===== config.mk =====
export PLATFORM = sky130hd
export DESIGN_NAME = lbmsv_sqrt
export DESIGN_NICKNAME = d
export VERILOG_FILES = /design/src/hw/rtl/lbmsv_pkg.sv /design/src/hw/rtl/lbmsv_sqrt.sv
export SDC_FILE = /design/constraint.sdc
export NUM_CORES = 2
export LEC_CHECK = 0
export BUFFER_PORTS_ARGS = -buffer_cell sky130_fd_sc_hd__buf_2
export CAP_MARGIN = 20
export CORE_MARGIN = 5
export CORE_UTILIZATION = 45
export CTS_BUF_LIST = sky130_fd_sc_hd__clkbuf_16
export CTS_CLUSTER_DIAMETER = 200
export DETAILED_ROUTE_END_ITERATION = 10
export GPL_TIMING_DRIVEN = 0
export PLACE_DENSITY_LB_ADDON = 0.25
export SKIP_LAST_GASP = 1
export SLEW_MARGIN = 20
export SYNTH_ARGS = -nofsm -noshare
export SYNTH_HDL_FRONTEND = slang
export SYNTH_SLANG_ARGS = --single-unit

===== constraint.sdc =====
create_clock -name clk -period 3.6 [get_ports clk]
set_input_delay 0.18 -clock clk [delete_from_list [all_inputs] [get_ports clk]]
set_output_delay 0.18 -clock clk [all_outputs]
set_load 0.1 [all_outputs]

===== src/hw/rtl/lbmsv_pkg.sv =====
package lbmsv_pkg;

  localparam int DW = 32;
  localparam int FRAC = 24;

  typedef logic signed [DW-1:0] word_t;
  typedef logic signed [DW+7:0] wide_t;

  localparam word_t WMAX = 32'sh7FFF_FFFF;
  localparam word_t WMIN = 32'sh8000_0000;
  localparam word_t ONE = 32'sh0100_0000;
  localparam wide_t WMAX_X = 40'sd2147483647;
  localparam wide_t WMIN_X = -40'sd2147483648;

  // pipeline depths
  localparam int DIV_LAT = 33;
  localparam int SQRT_LAT = 29;
  localparam int PIPE_DEPTH = 112;

  // ceil(2^34 / 6): exact unsigned 32-bit divide by 6 with a 34-bit shift
  localparam logic [31:0] RECIP6 = 32'hAAAA_AAAB;

  localparam logic [2:0] REG_SHIFT_MODE = 3'd0;
  localparam logic [2:0] REG_QUAD_COEF = 3'd1;
  localparam logic [2:0] REG_LIN_COEF = 3'd2;
  localparam logic [2:0] REG_WEIGHT_REST = 3'd3;
  localparam logic [2:0] REG_WEIGHT_AXIS = 3'd4;
  localparam logic [2:0] REG_WEIGHT_DIAG = 3'd5;
  localparam logic [2:0] REG_RELAX_RATE = 3'd6;
  localparam logic [2:0] REG_SMAG_CONST = 3'd7;

  function automatic word_t sat_wide(wide_t v);
    if (v > WMAX_X) return WMAX;
    if (v < WMIN_X) return WMIN;
    return word_t'(v[DW-1:0]);
  endfunction

  function automatic word_t qadd(word_t a, word_t b);
    return sat_wide(wide_t'(a) + wide_t'(b));
  endfunction

  function automatic word_t qsub(word_t a, word_t b);
    return sat_wide(wide_t'(a) - wide_t'(b));
  endfunction

  function automatic logic [DW-1:0] mag(word_t a);
    return a[DW-1] ? DW'(-a) : DW'(a);
  endfunction

  function automatic word_t from_mag(logic [DW+7:0] m, logic neg);
    if (neg) begin
      if (m >= 40'h80_0000_0000 >> 8) return WMIN;
      return word_t'(-m[DW-1:0]);
    end
    if (m > 40'h00_7FFF_FFFF) return WMAX;
    return word_t'(m[DW-1:0]);
  endfunction

  // Q8.24 product, magnitude truncated, saturated
  function automatic word_t qmul(word_t a, word_t b);
    logic [2*DW-1:0] p;
    p = (2*DW)'(mag(a)) * (2*DW)'(mag(b));
    return from_mag(p[2*DW-1:FRAC], a[DW-1] ^ b[DW-1]);
  endfunction

  function automatic word_t mul2(word_t a);
    return sat_wide(wide_t'(a) <<< 1);
  endfunction

  function automatic word_t mul3(word_t a);
    return sat_wide(wide_t'(a) + (wide_t'(a) <<< 1));
  endfunction

  function automatic word_t mul18(word_t a);
    return sat_wide((wide_t'(a) <<< 4) + (wide_t'(a) <<< 1));
  endfunction

endpackage


===== src/hw/rtl/lbmsv_sqrt.sv =====
module lbmsv_sqrt (
  input  logic             clk,
  input  logic             en,
  input  lbmsv_pkg::word_t arg,
  output lbmsv_pkg::word_t root
);

  // floor(sqrt(arg * 2^24)), arg below 2^31: 56-bit radicand, 28 root bits
  localparam int RB = 28;
  localparam int NB = 2 * RB;

  logic [31:0] rem [RB+1];
  logic [RB-1:0] rt [RB+1];
  logic [NB-1:0] nn [RB+1];

  always_ff @(posedge clk) begin
    if (en) begin
      rem[0] <= '0;
      rt[0] <= '0;
      // non-positive argument gives a zero root
      nn[0] <= (arg > 0) ? {1'b0, arg[30:0], {lbmsv_pkg::FRAC{1'b0}}} : '0;
    end
  end

  for (genvar k = 1; k <= RB; k++) begin : g_step
    logic [31:0] r2;
    logic [31:0] tr;
    logic ge;
    assign r2 = {rem[k-1][29:0], nn[k-1][NB-1:NB-2]};
    assign tr = {2'b0, rt[k-1], 2'b01};
    assign ge = (r2 >= tr);
    always_ff @(posedge clk) begin
      if (en) begin
        rem[k] <= ge ? (r2 - tr) : r2;
        rt[k] <= {rt[k-1][RB-2:0], ge};
        nn[k] <= {nn[k-1][NB-3:0], 2'b00};
      end
    end
  end

  assign root = lbmsv_pkg::word_t'({4'b0, rt[RB]});

endmodule


==> impl_metrics.py, run 1 <==
metrics = {
    "cts": {
        "clock-root-buffer": "clkbuf_16",
        "cts_max_path_buffers": 3,
        "cts_sinks": 1428,
        "htreeDepth": 4,
        "cts_buffers": 157,
    },
    "floorplanning": {
        "ios": 66,
        "dieHeight_um": 415.3,
        "initial_core_util_pct": 45.37,
        "row_count": 148,
        "fp.dieW_um": 415.3,
    },
    "yosys": {
        "post_synth_num_cell_types": 92,
        "syn_inst": 6314,
        "synth_area_per_cell_um2": 11.71,
        "synth-main-ff-cell": "edfxtp_1",
        "yosys_warnings": 0,
        "synth_seq_area_share_pct": 58.01,
        "ys_async_sr_fraction_pct": 0,
        "ys_seq_elements": 1428,
        "syn_area_mm2": 0.07393,
        "synth-edff-count": 1428,
    },
    "placed_design": {
        "globalplace.congestion": 0.8990,
        "io_buffers": 61,
        "place_inst": 8564,
        "dpl-instance-area_mm2": 0.07726,
        "dpl.hpwl_mm": 111.4,
    },
    "grt": {
        "grt_pass1_vias": 47691,
        "grt_max_degree": 153,
        "grt_overflow": 0,
        "grt_pass1_wl_mm": 246.7,
        "antenna_found_initial": 0,
        "grt.total_usage_pct": 17.36,
    },
    "outcome": {
        "error_line": "Error: net72 41 pin not visited #guides = 787",
        "status": "aborted with a tool error",
        "lastStage": "detailed routing (5_2_route)",
    },
    "sta": {
        "worst_endpoint": "rem[1][125]$_DFFE_PP_/D",
        "worstEpCategory": "sequential cell input",
    },
}
[cell families after synthesis]
group	count (synthesis)	synth area share, %
AOI/OAI and AO/OA	1341	11.35
xor gates and xnor gates	584	6.919
adders and majority gates	422	7.254
buffers and inverters	681	3.541
DFF	1428	58.01
muxes	62	0.9360
other	1	0.005073
and+or+nand+nor	1795	11.99
[per-layer routing]
metal  track usage, %
met1            21.73
met2            30.86
met3            2.600
met4            5.696
met5                0
[cells in the mapped netlist (84+ instances only)]
library cell / number / area, µm²
edfxtp_1: 1428 / 42880
inv_1: 547 / 2053
nor2_1: 462 / 1734
nand2_1: 451 / 1693
a21oi_1: 425 / 2127
ha_1: 411 / 5142
o21ai_0: 335 / 1677
xnor2_1: 301 / 2636
xor2_1: 283 / 2479
nor3_1: 178 / 890.9
a21o_1: 128 / 960.9
clkbuf_1: 106 / 397.9
nor4_1: 93 / 581.8
nand3_1: 91 / 455.4
nand2b_1: 84 / 525.5
[through the flow]
stage	setup TNS [ns]	worst slack, ns
floorplan	0	0.3301
global placement	-	-19.62
detailed placement	-120.27	-1.853
CTS	0	0.002173
global route	-0.05414	-0.02646
[what timing repair did]
action / in CTS / in global routing
hold buffers: 35 / 0
buffers inserted: 9 / 3
endpoints found under the hold margin: 172 / 0
gates resized for setup: 65 / 68
pin swaps: 5 / 5
setup endpoints to repair: 238 / 241
==> run 2, diff against run 1 <==
Settings changed: CORE_UTILIZATION 45 to 30, CTS_BUF_LIST sky130_fd_sc_hd__clkbuf_16 to not set, CTS_CLUSTER_DIAMETER 200 to not set, PLACE_DENSITY_LB_ADDON 0.25 to 0.15.
==> run 2 against run 1 <==
Effect of this change: the flow now finishes without violations; synthesized cell count unchanged; global-route usage down 4.7 points; synthesized area unchanged.
==> impl_metrics.py, run 2 <==
metrics = {
    "outcome": {
        "status": "complete, no violations",
    },
    "final_layout": {
        "final_util_pct": 34.62,
        "top_register": "rem",
        "largest_reg_flops": 751,
        "fin_nets": 7076,
        "layout.cells.non_filler": 9978,
        "area_delta_synth_final_pct": 15.05,
        "layout_commonest_cell": "edfxtp_1",
        "drive_gt1_share_pct": 8.436,
        "final_area_mm2": 0.08505,
        "mostFrequentLayoutCells": "edfxtp_1 (1,428), inv_1 (546), nor2_1 (462), nand2_1 (451), a21oi_1 (420)",
        "top_regs": "rem (751), rt (406), nn (271)",
    },
    "floorplanning": {
        "die-area_mm2": 0.2564,
        "core_mm2": 0.2457,
        "initial_core_util_pct": 30.09,
        "ios": 66,
        "dieHeight_um": 506.4,
        "row_count": 182,
        "fp.dieW_um": 506.4,
    },
    "yosys": {
        "synthMuxAreaShare_pct": 0.9360,
        "synth-simple-area-share_pct": 11.99,
        "synthXorXnorAreaFrac_pct": 6.919,
        "synth_compound_area_share_pct": 11.35,
        "ys_async_sr_fraction_pct": 0,
        "synth.largest_area_cell": "edfxtp_1",
        "yosysMostFrequentCell": "edfxtp_1",
        "synth-main-ff-cell": "edfxtp_1",
        "synth_top_family_by_area": "simple AND/OR/NAND/NOR gates",
        "synth_top_area_share_pct": 58.01,
        "synth_fa_ha_area_share_pct": 7.254,
        "post_synth_num_cell_types": 92,
        "syn_area_mm2": 0.07393,
        "yosys_warnings": 0,
        "synthTopCellsByArea": "edfxtp_1 (58%), ha_1 (7.0%), xnor2_1 (3.6%)",
        "ys_top_cells_by_count": "edfxtp_1 (1,428), inv_1 (547), nor2_1 (462)",
        "synth_seq_area_share_pct": 58.01,
        "synth-edff-count": 1428,
        "syn_inst": 6314,
        "ys_seq_elements": 1428,
        "synth_area_per_cell_um2": 11.71,
    },
    "grt": {
        "grt_pass1_wl_mm": 263.6,
        "grt_pass1_vias": 47165,
        "grt.total_usage_pct": 12.69,
        "antenna_found_initial": 4,
        "grt_max_degree": 147,
        "grt_overflow": 0,
    },
    "cts": {
        "cts_sinks": 1428,
        "cts_buffers": 169,
        "clock-root-buffer": "clkbuf_16",
        "clkLatencyLatePin_ns": 0.82,
        "clk_pin_slew_ns": 0.06,
        "htreeDepth": 4,
        "cts_tree": "yes",
        "cts_max_path_buffers": 3,
    },
    "sta": {
        "period_minus_slack_ns": 3.464,
        "worst_slew_pin_slew_ns": 0.9302,
        "setup_viol": 0,
        "timing.setup.tns_ns": 0,
        "drv_slew": 0,
        "finalHoldViolations": 0,
        "slew_headroom_pct": 37.51,
        "clock.fmax_ghz": 0.2887,
        "fin_crit_sh_pct": 96.23,
        "skew_ns": 0.07701,
    },
    "placed_design": {
        "globalplace.congestion": 0.8486,
        "io_buffers": 61,
        "dpl.hpwl_mm": 122.6,
        "place_inst": 9610,
        "dpl-instance-area_mm2": 0.07861,
    },
    "job": {
        "cap_viol_max_count": 0,
    },
    "worst_setup_path": {
        "reg2reg_depth": 13,
        "reg2reg_to": "rem[1][376]$_DFFE_PP_",
        "ff2ff_setup_slack_ns": 0.14,
        "endpoint": "rem[1][376]$_DFFE_PP_",
        "worstPathArrival_ns": 4.00,
        "crit_path_max_fanout": 10,
        "crit_path_end_kind": "flip-flop",
        "r2r-start": "rt[26][0]$_DFFE_PP_",
        "startpoint_type": "flip-flop",
        "startpoint": "rt[26][0]$_DFFE_PP_",
        "worstPathRequired_ns": 4.14,
        "worstSetupPathType": "reg -> reg",
    },
    "route": {
        "drtAntennaViolNets": 0,
        "routed_wl_mm": 166.7,
        "wl_per_cell_um": 16.71,
        "num_vias": 47697,
        "drcViolationCount": 0,
        "first_pass_iters": 6,
        "viasPerCell": 4.780,
        "drtIter0Drc": 3134,
    },
    "power": {
        "ir_worst_vdd_mv": 0.3886,
        "leakagePower_uw": 0.03224,
        "report.power.total_uw": 49810,
        "powerDensity_mw_per_mm2": 585.7,
    },
    "min_path": {
        "hold_path_class": "in -> reg",
    },
}
run 2: critical path, stage by stage, from the launching register on:
cell and delay (ns):
edfxtp_1 0.38, inv_1 0.07, ha_1 0.19, inv_1 0.07
fa_1 0.39, nand2b_1 0.21, a21oi_4 0.21, o311ai_2 0.24
a2111oi_4 0.45, o221ai_2 0.18, nand3b_1 0.18, buf_4 0.14
clkbuf_8 0.18, mux2_2 0.35
run 2: area by class of cell:
cell class	instances	area, µm²
sequential	1428	42880
antenna	1	2.502
tap	3220	4029
clock inverter	117	1141
fill	24143	160700
inverter	553	2081
timing repair buffer	133	1201
clock buffer	191	4312
multi-input combinational	4209	28770
buffer	126	633.1
run 2: cell families (layout without fill, tap and decap cells):
kind of cell | count (synthesis) | in the layout
buffers and inverters | 681 | 1120
and+or+nand+nor | 1795 | 1795
muxes | 62 | 62
AOI/OAI and AO/OA | 1341 | 1341
adders and majority gates | 422 | 422
xor gates and xnor gates | 584 | 584
DFF | 1428 | 1428
other | 1 | 6
run 2: where the power goes:
part           total [µW]  internal [µW]  switching, µW
combinational       10600           4460           6160
sequential          22600          21100           1460
clock               16600           9430           7200
total               49800          35000          14800
run 2: through the flow:
step / hold slack [ns] / setup WS [ns]
after floorplan: 0.2925 / 0.3301
after global placement: 0.4010 / -20.80
after detailed placement: 0.4045 / -1.779
after CTS: 0.001245 / -0.01569
after global routing: 0.06885 / -0.01495
final: 0.08457 / 0.1359
run 2: routing by layer:
| layer | track usage [%] | wire (µm) | up-vias |
|---|---|---|---|
| met1 | 16.59 | 75630 | 22797 |
| met5 | 0 | 0 | - |
| met3 | 2.084 | 6140 | 262 |
| li1 | - | - | 23837 |
| met4 | 3.498 | 4166 | 0 |
| met2 | 21.75 | 80770 | 801 |
run 2: worst min path at each step:
stage / from / to / depth (start not counted)
after CTS: arg[31] / nn[0][34]$_SDFFCE_PP0P_ / 4
after global placement: nn[3][45]$_DFFE_PP_ / nn[4][47]$_DFFE_PP_ / 0
after detailed placement: nn[0][41]$_SDFFCE_PP0P_ / nn[1][43]$_DFFE_PP_ / 0
final: arg[31] / nn[0][36]$_SDFFCE_PP0P_ / 4
after floorplan: en / nn[0][24]$_SDFFCE_PP0P_ / 0
after global routing: arg[31] / nn[0][36]$_SDFFCE_PP0P_ / 4
run 2: repair_timing:
item,CTS,global route
hold buffers,41,0
hold endpoints to repair,86,0
gates resized for setup,74,70
setup buffers,10,9
pin swaps,6,6
endpoints found under the setup margin,267,396
cloned,0,1
(Power assumes the default switching activity.)
